## src/cbq_pkg.sv

```systemverilog
// ----------------------------------------------------------------------------
// cbq_pkg
// Shared widths, codes and the control-word program of the cascaded biquad
// filter core.
// ----------------------------------------------------------------------------
package cbq_pkg;

  localparam int FRAC_BITS  = 14;
  localparam int COEF_W     = 16;
  localparam int SAMPLE_W   = 16;
  localparam int DATA_W     = 32;
  localparam int PROD_W     = DATA_W + COEF_W;
  // five products of PROD_W bits need three guard bits
  localparam int ACC_W      = PROD_W + 3;
  localparam int FF_W       = 3 * COEF_W;
  localparam int FB_W       = 2 * COEF_W;
  localparam int CFG_DATA_W = FF_W;
  localparam int UC_STEPS   = 14;
  localparam int STEP_W     = $clog2(UC_STEPS);

  localparam logic [FF_W-1:0] FF_RESET = FF_W'(1 << FRAC_BITS);
  localparam logic [FB_W-1:0] FB_RESET = '0;

  typedef logic [STEP_W-1:0] step_t;

  typedef enum logic [1:0] {
    CFG_FIRST_FF  = 2'd0,
    CFG_FIRST_FB  = 2'd1,
    CFG_SECOND_FF = 2'd2,
    CFG_SECOND_FB = 2'd3
  } cfg_idx_t;

  // multiplier data operand
  typedef enum logic [3:0] {
    A_X0  = 4'd0,
    A_X1  = 4'd1,
    A_X2  = 4'd2,
    A_Y1  = 4'd3,
    A_Y2  = 4'd4,
    A_ACC = 4'd5,
    A_S1  = 4'd6,
    A_S2  = 4'd7,
    A_Z1  = 4'd8,
    A_Z2  = 4'd9
  } opa_sel_t;

  // multiplier coefficient operand
  typedef enum logic [3:0] {
    C_B0 = 4'd0,
    C_B1 = 4'd1,
    C_B2 = 4'd2,
    C_A0 = 4'd3,
    C_A1 = 4'd4,
    C_B3 = 4'd5,
    C_B4 = 4'd6,
    C_B5 = 4'd7,
    C_A2 = 4'd8,
    C_A3 = 4'd9
  } coef_sel_t;

  typedef enum logic [1:0] {
    ACC_HOLD = 2'd0,
    ACC_LOAD = 2'd1,
    ACC_ADD  = 2'd2
  } acc_op_t;

  typedef enum logic [1:0] {
    WB_NONE   = 2'd0,
    WB_FIRST  = 2'd1,
    WB_SECOND = 2'd2
  } wb_op_t;

  typedef enum logic [1:0] {
    SEQ_NEXT    = 2'd0,
    SEQ_WAIT_IN = 2'd1,
    SEQ_FINISH  = 2'd2
  } seq_op_t;

  typedef struct packed {
    opa_sel_t  opa;
    coef_sel_t coef;
    logic      mul_en;
    acc_op_t   acc;
    wb_op_t    wb;
    seq_op_t   seq;
  } ucode_t;

  localparam ucode_t UC_IDLE = '{A_X0, C_B0, 1'b0, ACC_HOLD, WB_NONE, SEQ_WAIT_IN};

  // control store: stage one MACs, hand-off, stage two MACs, write back
  function automatic ucode_t ucode_rom(input step_t step);
    ucode_t uc;
    uc = UC_IDLE;
    unique case (step)
      STEP_W'(0):  uc = UC_IDLE;
      STEP_W'(1):  uc = '{A_X0,  C_B0, 1'b1, ACC_HOLD, WB_NONE,   SEQ_NEXT};
      STEP_W'(2):  uc = '{A_X1,  C_B1, 1'b1, ACC_LOAD, WB_NONE,   SEQ_NEXT};
      STEP_W'(3):  uc = '{A_X2,  C_B2, 1'b1, ACC_ADD,  WB_NONE,   SEQ_NEXT};
      STEP_W'(4):  uc = '{A_Y1,  C_A0, 1'b1, ACC_ADD,  WB_NONE,   SEQ_NEXT};
      STEP_W'(5):  uc = '{A_Y2,  C_A1, 1'b1, ACC_ADD,  WB_NONE,   SEQ_NEXT};
      STEP_W'(6):  uc = '{A_X0,  C_B0, 1'b0, ACC_ADD,  WB_NONE,   SEQ_NEXT};
      STEP_W'(7):  uc = '{A_ACC, C_B3, 1'b1, ACC_HOLD, WB_FIRST,  SEQ_NEXT};
      STEP_W'(8):  uc = '{A_S1,  C_B4, 1'b1, ACC_LOAD, WB_NONE,   SEQ_NEXT};
      STEP_W'(9):  uc = '{A_S2,  C_B5, 1'b1, ACC_ADD,  WB_NONE,   SEQ_NEXT};
      STEP_W'(10): uc = '{A_Z1,  C_A2, 1'b1, ACC_ADD,  WB_NONE,   SEQ_NEXT};
      STEP_W'(11): uc = '{A_Z2,  C_A3, 1'b1, ACC_ADD,  WB_NONE,   SEQ_NEXT};
      STEP_W'(12): uc = '{A_X0,  C_B0, 1'b0, ACC_ADD,  WB_NONE,   SEQ_NEXT};
      STEP_W'(13): uc = '{A_X0,  C_B0, 1'b0, ACC_HOLD, WB_SECOND, SEQ_FINISH};
      default:     uc = UC_IDLE;
    endcase
    return uc;
  endfunction

endpackage

```

## src/cbq_if.sv

```systemverilog
// ----------------------------------------------------------------------------
// cbq_in_if / cbq_out_if
// Valid/ready channels for input samples and filtered results.
// ----------------------------------------------------------------------------
interface cbq_in_if;
  logic                                valid;
  logic                                ready;
  logic signed [cbq_pkg::SAMPLE_W-1:0] sample_in;

  modport source (output valid, output sample_in, input ready);
  modport sink (input valid, input sample_in, output ready);
endinterface

interface cbq_out_if;
  logic                              valid;
  logic                              ready;
  logic signed [cbq_pkg::DATA_W-1:0] filtered_out;

  modport source (output valid, output filtered_out, input ready);
  modport sink (input valid, input filtered_out, output ready);
endinterface

```

## src/cascaded_biquad_q14_filter_core.sv

```systemverilog
// ----------------------------------------------------------------------------
// cascaded_biquad_q14_filter_core
// Fourth-order IIR: two direct-form-I biquads with Q14 coefficients, run by
// a small control-word program over one shared multiply-accumulate unit.
// ----------------------------------------------------------------------------
//  channel  | dir | handshake         | payload
//  ---------+-----+-------------------+---------------------------------
//  in_ch    | in  | valid/ready       | sample_in    (signed 16)
//  out_ch   | out | valid/ready       | filtered_out (signed 32)
//  cfg_*    | in  | cfg_wr_en only    | cfg_index (2), cfg_wdata (48)
//
//  Each item runs through the step counter: an accept step, ten
//  registered multiplies on the one 32x16 multiplier, a drain step after each
//  section and a final write-back (stage one writes back during step seven).
//  Reset clears the step counter, delay lines and output valid flag, and loads
//  unity feedforward, zero feedback; input ready stays low while in reset.
//  A waiting result does not block the next item; only the write-back holds.
// ----------------------------------------------------------------------------
module cascaded_biquad_q14_filter_core (
  input  logic                             clk,
  input  logic                             rst_n,
  cbq_in_if.sink                           in_ch,
  cbq_out_if.source                        out_ch,
  input  logic                             cfg_wr_en,
  input  cbq_pkg::cfg_idx_t                cfg_index,
  input  logic [cbq_pkg::CFG_DATA_W-1:0]   cfg_wdata
);
  import cbq_pkg::*;

  // coefficient registers
  logic [FF_W-1:0] first_ff_r, second_ff_r;
  logic [FB_W-1:0] first_fb_r, second_fb_r;

  // sequencer
  step_t  step_r, step_nxt;
  ucode_t uc;

  // delay lines
  logic signed [SAMPLE_W-1:0] sample_r;
  logic signed [SAMPLE_W-1:0] x1_r, x2_r;
  logic signed [DATA_W-1:0]   y1_r, y2_r;
  logic signed [DATA_W-1:0]   s1_r, s2_r;
  logic signed [DATA_W-1:0]   z1_r, z2_r;

  // datapath
  logic signed [DATA_W-1:0] opa;
  logic signed [COEF_W-1:0] opc;
  logic signed [PROD_W-1:0] prod_r;
  logic signed [ACC_W-1:0]  acc_r;
  logic signed [ACC_W-1:0]  prod_ext;
  logic signed [DATA_W-1:0] acc_scaled;

  // output register
  logic                     out_valid_r;
  logic signed [DATA_W-1:0] out_data_r;

  logic in_fire;
  logic out_free;
  logic advance;

  assign uc        = ucode_rom(step_r);
  assign in_ch.ready = rst_n && (uc.seq == SEQ_WAIT_IN);
  assign in_fire   = in_ch.valid && in_ch.ready;
  assign out_free  = !out_valid_r || out_ch.ready;
  assign out_ch.valid        = out_valid_r;
  assign out_ch.filtered_out = out_data_r;

  // arithmetic shift right by FRAC_BITS, keep the low 32 bits (wraps)
  assign acc_scaled = acc_r[FRAC_BITS +: DATA_W];
  assign prod_ext   = ACC_W'(prod_r);

  // step control: wait for an item, run the program, hold at the end while
  // the output register is occupied
  always_comb begin
    step_nxt = step_r;
    advance  = 1'b0;
    unique case (uc.seq)
      SEQ_NEXT: begin
        step_nxt = step_r + STEP_W'(1);
        advance  = 1'b1;
      end
      SEQ_WAIT_IN: begin
        if (in_fire) begin
          step_nxt = step_r + STEP_W'(1);
          advance  = 1'b1;
        end
      end
      SEQ_FINISH: begin
        if (out_free) begin
          step_nxt = '0;
          advance  = 1'b1;
        end
      end
      default: begin
        step_nxt = '0;
      end
    endcase
  end

  // multiplier data operand, 16-bit samples sign-extended
  always_comb begin
    unique case (uc.opa)
      A_X0:    opa = {{(DATA_W-SAMPLE_W){sample_r[SAMPLE_W-1]}}, sample_r};
      A_X1:    opa = {{(DATA_W-SAMPLE_W){x1_r[SAMPLE_W-1]}}, x1_r};
      A_X2:    opa = {{(DATA_W-SAMPLE_W){x2_r[SAMPLE_W-1]}}, x2_r};
      A_Y1:    opa = y1_r;
      A_Y2:    opa = y2_r;
      A_ACC:   opa = acc_scaled;
      A_S1:    opa = s1_r;
      A_S2:    opa = s2_r;
      A_Z1:    opa = z1_r;
      A_Z2:    opa = z2_r;
      default: opa = '0;
    endcase
  end

  // coefficient operand, picked out of the packed registers
  always_comb begin
    unique case (uc.coef)
      C_B0:    opc = first_ff_r[0*COEF_W +: COEF_W];
      C_B1:    opc = first_ff_r[1*COEF_W +: COEF_W];
      C_B2:    opc = first_ff_r[2*COEF_W +: COEF_W];
      C_A0:    opc = first_fb_r[0*COEF_W +: COEF_W];
      C_A1:    opc = first_fb_r[1*COEF_W +: COEF_W];
      C_B3:    opc = second_ff_r[0*COEF_W +: COEF_W];
      C_B4:    opc = second_ff_r[1*COEF_W +: COEF_W];
      C_B5:    opc = second_ff_r[2*COEF_W +: COEF_W];
      C_A2:    opc = second_fb_r[0*COEF_W +: COEF_W];
      C_A3:    opc = second_fb_r[1*COEF_W +: COEF_W];
      default: opc = '0;
    endcase
  end

  // control state and coefficients
  always_ff @(posedge clk) begin
    if (!rst_n) begin
      step_r      <= '0;
      out_valid_r <= 1'b0;
      first_ff_r  <= FF_RESET;
      first_fb_r  <= FB_RESET;
      second_ff_r <= FF_RESET;
      second_fb_r <= FB_RESET;
    end else begin
      step_r <= step_nxt;
      if (cfg_wr_en) begin
        unique case (cfg_index)
          CFG_FIRST_FF:  first_ff_r  <= cfg_wdata[FF_W-1:0];
          CFG_FIRST_FB:  first_fb_r  <= cfg_wdata[FB_W-1:0];
          CFG_SECOND_FF: second_ff_r <= cfg_wdata[FF_W-1:0];
          CFG_SECOND_FB: second_fb_r <= cfg_wdata[FB_W-1:0];
        endcase
      end
      // drop the valid flag when taken, raise it on the final write-back
      if (uc.wb == WB_SECOND && advance) begin
        out_valid_r <= 1'b1;
      end else if (out_ch.ready) begin
        out_valid_r <= 1'b0;
      end
    end
  end

  // delay lines are filter state and clear on reset
  always_ff @(posedge clk) begin
    if (!rst_n) begin
      x1_r <= '0;
      x2_r <= '0;
      y1_r <= '0;
      y2_r <= '0;
      s1_r <= '0;
      s2_r <= '0;
      z1_r <= '0;
      z2_r <= '0;
    end else begin
      if (uc.wb == WB_FIRST && advance) begin
        x2_r <= x1_r;
        x1_r <= sample_r;
        y2_r <= y1_r;
        y1_r <= acc_scaled;
      end
      if (uc.wb == WB_SECOND && advance) begin
        s2_r <= s1_r;
        s1_r <= y1_r;
        z2_r <= z1_r;
        z1_r <= acc_scaled;
      end
    end
  end

  // payload registers: sample latch, MAC unit, result
  always_ff @(posedge clk) begin
    if (in_fire) begin
      sample_r <= in_ch.sample_in;
    end
    if (uc.mul_en) begin
      prod_r <= opa * opc;
    end
    unique case (uc.acc)
      ACC_LOAD: acc_r <= prod_ext;
      ACC_ADD:  acc_r <= acc_r + prod_ext;
      ACC_HOLD: acc_r <= acc_r;
      default:  acc_r <= acc_r;
    endcase
    if (uc.wb == WB_SECOND && advance) begin
      out_data_r <= acc_scaled;
    end
  end

endmodule

```

## src/flat_wrapper.sv

```systemverilog
// flat-port wrapper written by rule: the top's interface ports become plain ports
module cascaded_biquad_q14_filter_core_flat import cbq_pkg::*;
  (clk, rst_n, cfg_wr_en, cfg_index, cfg_wdata, in_ch_valid, in_ch_sample_in, in_ch_ready, out_ch_valid, out_ch_filtered_out, out_ch_ready);
  cbq_in_if in_ch_i ();
  cbq_out_if out_ch_i ();
  input  logic clk;
  input  logic rst_n;
  input  logic cfg_wr_en;
  input  cbq_pkg::cfg_idx_t cfg_index;
  input  logic [cbq_pkg::CFG_DATA_W-1:0] cfg_wdata;
  input wire logic [$bits(in_ch_i.valid)-1:0] in_ch_valid;
  input wire logic [$bits(in_ch_i.sample_in)-1:0] in_ch_sample_in;
  output wire logic [$bits(in_ch_i.ready)-1:0] in_ch_ready;
  output wire logic [$bits(out_ch_i.valid)-1:0] out_ch_valid;
  output wire logic [$bits(out_ch_i.filtered_out)-1:0] out_ch_filtered_out;
  input wire logic [$bits(out_ch_i.ready)-1:0] out_ch_ready;
  assign in_ch_i.valid = in_ch_valid;
  assign in_ch_i.sample_in = in_ch_sample_in;
  assign in_ch_ready = in_ch_i.ready;
  assign out_ch_valid = out_ch_i.valid;
  assign out_ch_filtered_out = out_ch_i.filtered_out;
  assign out_ch_i.ready = out_ch_ready;
  cascaded_biquad_q14_filter_core u_core (.clk(clk), .rst_n(rst_n), .in_ch(in_ch_i), .out_ch(out_ch_i), .cfg_wr_en(cfg_wr_en), .cfg_index(cfg_index), .cfg_wdata(cfg_wdata));
endmodule
```

## config.mk

```make
export PLATFORM = sky130hd
export DESIGN_NAME = cascaded_biquad_q14_filter_core_flat
export DESIGN_NICKNAME = d
export VERILOG_FILES = /design/src/cbq_pkg.sv /design/src/cbq_if.sv /design/src/cascaded_biquad_q14_filter_core.sv /design/src/flat_wrapper.sv
export SDC_FILE = /design/constraint.sdc
export NUM_CORES = 2
export LEC_CHECK = 0
export ABC_CLOCK_PERIOD_IN_PS = 6900
export BUFFER_PORTS_ARGS = -buffer_cell sky130_fd_sc_hd__buf_4
export CAP_MARGIN = 15
export CORE_UTILIZATION = 30
export DETAILED_ROUTE_END_ITERATION = 10
export PLACE_DENSITY_LB_ADDON = 0.25
export SYNTH_ARGS = -nofsm -noshare
export SYNTH_HDL_FRONTEND = slang
export SYNTH_SLANG_ARGS = --single-unit
```

## constraint.sdc

```tcl
create_clock -name clk -period 6.9 [get_ports clk]
set_input_delay 1.035 -clock clk [delete_from_list [all_inputs] [get_ports clk]]
set_output_delay 1.035 -clock clk [all_outputs]
set_load 0.02 [all_outputs]
```

# ---- Word-level counts from Yosys, hierarchy flattened
# Memories as Yosys holds them, arrays and structs flattened. A register that Yosys moved wholly into a read port is not among the register bits.
# Index checks and enable logic that the tools add are counted.
dict set report op_classes {
  n_addsub 2
  mul 1
  eq_ne 29
  muxes 13
  n_reduce_logical 17
}
# op count
set op_table {}
lappend op_table {{$pmux W32 S10} 1}
lappend op_table {{$pmux W16 S10} 1}
lappend op_table {{$pmux W51 S2} 1}
lappend op_table {{$add A51 B48 Y51} 1}
lappend op_table {{$mul A32 B16 Y48} 1}
lappend op_table {{$eq A4 B3 Y1 const B} 8}
lappend op_table {{$eq A4 B2 Y1 const B} 4}
lappend op_table {{$eq A4 B4 Y1 const B} 4}
lappend op_table {{$mux W4} 4}
lappend op_table {{$pmux W4 S3} 1}
lappend op_table {{$eq A2 B2 Y1 const B} 5}
lappend op_table {{$reduce_and A2 Y1} 5}
lappend op_table {{$eq A2 B1 Y1 const B} 4}
lappend op_table {{$eq A4 B1 Y1 const B} 2}
lappend op_table {{$logic_not A4 Y1} 2}
lappend op_table {{$add A4 B1 Y4 const B} 1}
lappend op_table {{$logic_and A1 B1 Y1} 4}
lappend op_table {{$logic_not A2 Y1} 2}
lappend op_table {{$mux W1} 4}
lappend op_table {{$ne A2 B1 Y1 const B} 2}
lappend op_table {{$reduce_bool A2 Y1} 2}
lappend op_table {{$pmux W1 S3} 1}
lappend op_table {{$logic_not A1 Y1} 1}
lappend op_table {{$logic_or A1 B1 Y1} 1}
dict set report word_totals {
  register_bits 536
  romBits 240
  inputBits 71
  out_inout_bits 34
  word_cells 81
  mem_count 1
}
# memory depth width rd rd_clocked_by_memory_dff write_ports line
set mem_list {}
lappend mem_list {{(no name shown)} 16 15 1 1 0 cbq_pkg.sv:94} ;# unique case (step)

# ---- Logic depth before layout (Yosys ltp)
dict set report logic_depth {
  word_depth 7
  ltp_mapped 32
  mapped_depth_nobuf 28
}

# ---- Worst setup path after synthesis
# OpenSTA, ideal clock, no wires.
dict set report synth_timing {
  path_type {reg2reg}
  start {reg, netlist name u_core.uc[10]}
  end {reg u_core.prod_r[45] (data pin)}
  setup_time_ns 0.262
  arrival_time_ns 7.230
  required_ns 6.638
  setup_slack_ns -0.592
  stages_incl_launch_ff 30
  path_buffers 4
  synth_period_minus_slack_ns 7.492
  path_cell_list {dfxtp_1 > nand2b_1 > nor2_1 > buf_2 > buf_1 > a221oi_1 > and3_1 > clkbuf_1 > clkbuf_1 > nor2_1 > fa_1 > inv_1 > fa_1 > fa_1 > inv_1 > fa_1 > fa_1 > inv_1 > fa_1 > inv_1 > ha_1 > a21o_1 > a21oi_2 > o21ai_0 > a221o_1 > a21o_1 > a41o_1 > a211oi_1 > o31ai_1 > xnor2_1}
}
dict set report synth_between {
  elab_chain_len 3
  word_cells_on_any_way 12
  cone_classes {mul: 1; eq/ne: 9; mux: 1; reduce/logical: 1}
}
# item line
set synth_lines {}
lappend synth_lines {{$eq A4 B4 Y1, or another cell as far along} cascaded_biquad_q14_filter_core.sv:119} ;# unique case (uc.coef)
lappend synth_lines {{$pmux W16 S10 *} cascaded_biquad_q14_filter_core.sv:119}
lappend synth_lines {{$mul A32 B16 Y48 *} cascaded_biquad_q14_filter_core.sv:195} ;# prod_r <= opa * opc;
lappend synth_lines {{end signal: assignment} cascaded_biquad_q14_filter_core.sv:195}
lappend synth_lines {{end: declaration} cascaded_biquad_q14_filter_core.sv:48} ;# logic signed [PROD_W-1:0] prod_r;
# Every way passes the cells marked *; elsewhere a longest branch is shown, timed or not.
# A chain may end at the register's enable or synchronous reset.

# ---- Worst setup path in the final report
dict set report layout_timing {
  start {reg, netlist name u_core.uc[11]}
  end {reg u_core.prod_r[37] (data pin)}
}
dict set report layout_between {
  elab_chain_len 3
  word_cells_on_any_way 12
  cone_classes {mul: 1; eq/ne: 9; mux: 1; reduce/logical: 1}
}
# item line
set layout_lines {}
lappend layout_lines {{$eq A4 B4 Y1, or another cell as far along} cascaded_biquad_q14_filter_core.sv:102} ;# unique case (uc.opa)
lappend layout_lines {{$pmux W32 S10 *} cascaded_biquad_q14_filter_core.sv:102}
lappend layout_lines {{$mul A32 B16 Y48 *} cascaded_biquad_q14_filter_core.sv:195}
# Marks and branches as above.

==> qor.yml <==
outcome: "complete, but fails checks"
violations: "negative setup slack"
max_freq_ghz: 0.135
cts_buffers: 61
fin_crit_ns: 7.41
cp.arrival_ns: 7.81
drv_cap: 0
utilization_pct: 38.3
ctsLongestPathBuffers: 3
met2_usage_pct: 31.5
die-area_um2: 141000
required_ns: 7.30
layout_setup_ws_ns: -0.510
relSlewSlack_pct: 27.5
num_vias: 34900
ys_types: 82
hold_viol_final: 0
grt_pass1_vias: 35500
overflow: 0
die_height_um: 375
yosys.area_share.adder_pct: 27.6
postSynthAreaPerCell_um2: 8.82
synth_area_um2: 41800
cp-startpoint: "u_core.uc[11]"
row_count: 136
synth_edf_count: 140
synth_xor_area_share_pct: 1.80
dr.pass1.iters: 7
hpwl_um: 107000
start_util_pct: 30.3
hp-start: "u_core.s2_r[8]"
dp.cells: 6860
drt-initial-drc-count: 2540
final_cell_count_no_fill: 7068
peakVddDrop_uv: 236
syn2layout_area_growth_pct: 26.5
core_um2: 138000
synth_compound_area_share_pct: 16.3
wirelength_um: 141000
post_dp_cell_area_um2: 48500
setup_viol: 28
htreeDepth: 2
layout-drive-gt1-share_pct: 21.5
clock_latency_ns: 0.66
yosys_most_used_dff: "dfxtp_1"
synth.net_count: 5444
grt_pass1_wl_um: 217000
use_met3_pct: 3.27
rsz0062_at_grt: "true"
synth_top_family_by_area: "adder cells"
r2r_start: "u_core.uc[11]"
ctsHoldBuffers: 0
path_clk_slew_ns: 0.06
fin_nets: 5928
finalMaxSlewViolations: 0
synth_seq_cells: 539
p_leak_nw: 22.0
clock_sinks: 539
boundaryPins: 105
yosysWarnings: 0
antenna_found_initial: 1
postSynthCellCount: 4736
synth_simple_gate_area_share_pct: 16.2
yosysSeqAreaShare_pct: 29.2
routedWlPerCell_um: 20.0
nFillCells: 14000
critPathKind: "flop to flop"
grtUsageMet1_pct: 28.7
hold_class: "flop to flop"
die_w_um: 375
crit_slowest_cell: "fa_1"
grt_busiest_layer: "met2"
crit_buf_inv: 8
fin_crit_sh_pct: 107
ant_nets: 0
portBuffers: 104
tightestPinTransition_ns: 1.09
track_usage_pct: 19.9
gp_congestion: 0.899
grt_max_degree: 199
via_per_inst: 4.94
final_area_um2: 52800
worst_setup_path_start_kind: "flop"
synthArstFlopShare_pct: 0
muxShareOfSynthArea_pct: 1.02
end_kind: "flop"
cts_tree: "built"
worstPathMaxFanout: 8
finalClockSkew_ns: 0.0572
pwr_density_cell_nw_per_um2: 361
slowest_delay_ns: 0.54
root_buffer: "clkbuf_16"
crit_top_cell: "fa_1"
cp_top_family: "adder cells"
post-route-drc-count: 0
-- tightest hold or removal path: stages (launching register included) --
cell      delay, ns
dfxtp_1        0.31
nand2_1        0.04
a21boi_0       0.06
-- final timing paths --
| path | end | slack [ns] | cells past startpoint |
|---|---|---|---|
| setup / recovery | u_core.prod_r[37] | -0.51 | 30 |
| hold reg to reg | u_core.s2_r[8] | 0.46 | 2 |
| setup reg to reg | u_core.prod_r[37] | -0.51 | 30 |
| hold / removal | u_core.s2_r[8] | 0.46 | 2 |
-- what timing repair did --
action                     CTS  global route
setup buffers               51            38
pin swaps                   56            77
gates cloned                 3             4
gates resized for setup    168           173
setup endpoints to repair   34            35
-- metal layers --
metal,routed length [um],vias up,share of wire (%)
met1,66900,17500,47
met4,2630,2,1.9
met3,8640,144,6.1
li1,-,16400,-
met5,9,-,0.0064
met2,63200,899,45
-- where the power goes --
part | total (mW) | leakage, nW | switching (mW) | internal [mW]
logic | 11.5 | 16.4 | 6.36 | 5.16
registers | 4.07 | 4.52 | 0.271 | 3.80
clock network | 3.49 | 1.04 | 1.43 | 2.06
total | 19.1 | 22.0 | 8.06 | 11.0
-- cells in the mapped netlist, drive strengths merged (25+ instances only) --
library cell	number	area [um2]
mux2	33	375
nor2	353	1330
nand3	32	160
ha	164	2050
a21o	62	465
nand4	43	269
a22oi	130	976
a21boi	387	2910
fa	473	9470
o21ai	47	235
xnor2	64	561
a22o	32	280
a221oi	34	298
inv	588	2210
dfxtp	399	7990
buf	47	206
nor3	25	125
nand2	1072	4020
edfxtp	140	4200
a21oi	89	457
clkbuf	237	893
-- layout make-up --
type                            count  area, um2  share of cell area [%]
Antenna cell                        1       2.50                 0.00474
Clock buffer                       86       1730                    3.28
Clock inverter                     30        409                   0.775
Inverter                          588       2210                    4.19
Multi-Input combinational cell   3325      27500                    52.1
Sequential cell                   539      12200                    23.1
Tap cell                         1794       2240                    4.25
Timing Repair Buffer              705       6480                    12.3
-- placed cells by master, fill, tap and decap left out, types with 12 or more instances in the layout --
cell	n
mux2_2	32
clkbuf_1	17
nor2_1	300
nor2_2	31
and3_1	12
fa_1	443
a221oi_2	17
xor2_1	22
o21a_1	19
nand2b_1	15
ha_4	14
inv_2	21
buf_6	38
nor3_1	16
a21boi_0	386
a21o_1	62
clkbuf_16	68
nand2_2	12
buf_12	67
nand2_1	1058
ha_1	145
dfxtp_1	394
and4_4	16
a222oi_1	17
fa_2	30
xnor2_1	59
nor2_4	22
buf_4	584
o21ai_0	35
a221oi_1	16
edfxtp_1	140
inv_1	566
a21oi_2	18
nand4_1	43
a21oi_1	71
a22oi_2	12
nand3_1	27
a22o_1	32
a22oi_1	118
-- stage by stage --
step	TNS [ns]	hold slack, ns	power (mW)	setup slack [ns]
floorplan	-0.153	0.424	10.4	-0.0668
global placement	-18.18	0.453	14.8	-0.853
detailed placement	-19.82	0.458	14.9	-0.993
CTS	-8.97	0.468	18.8	-0.470
global route	-15.03	0.487	20.5	-0.742
finish	-8.34	0.464	19.1	-0.510
-- state kept, by name (all words and copies together) (netlist names), 4 cells and up --
signal                      flops
u_core.second_ff_r             48
u_core.second_fb_r             32
u_core.y1_r                    32
u_core.z2_r                    32
u_core.x1_r                    16
u_core.acc_r                   46
u_core.sample_r                16
u_core.s1_r                    32
u_core.out_ch.filtered_out     32
u_core.x2_r                    16
u_core.s2_r                    32
u_core.prod_r                  46
u_core.uc                      10
u_core.first_fb_r              32
u_core.y2_r                    32
u_core.first_ff_r              48
u_core.step_r                   4
u_core.z1_r                    32
-- logic make-up (layout without fill, tap and decap cells) --
group | count (synthesis) | after routing
AO/OA/AOI/OAI | 917 | 917
buffers and inverters | 872 | 1409
AND/OR/NAND/NOR | 1647 | 1647
XOR/XNOR | 86 | 86
other | 0 | 1
adder cells (fa/ha/maj) | 637 | 637
multiplexers | 38 | 38
flip-flops | 539 | 539
Power figures use the tool's default switching activity.
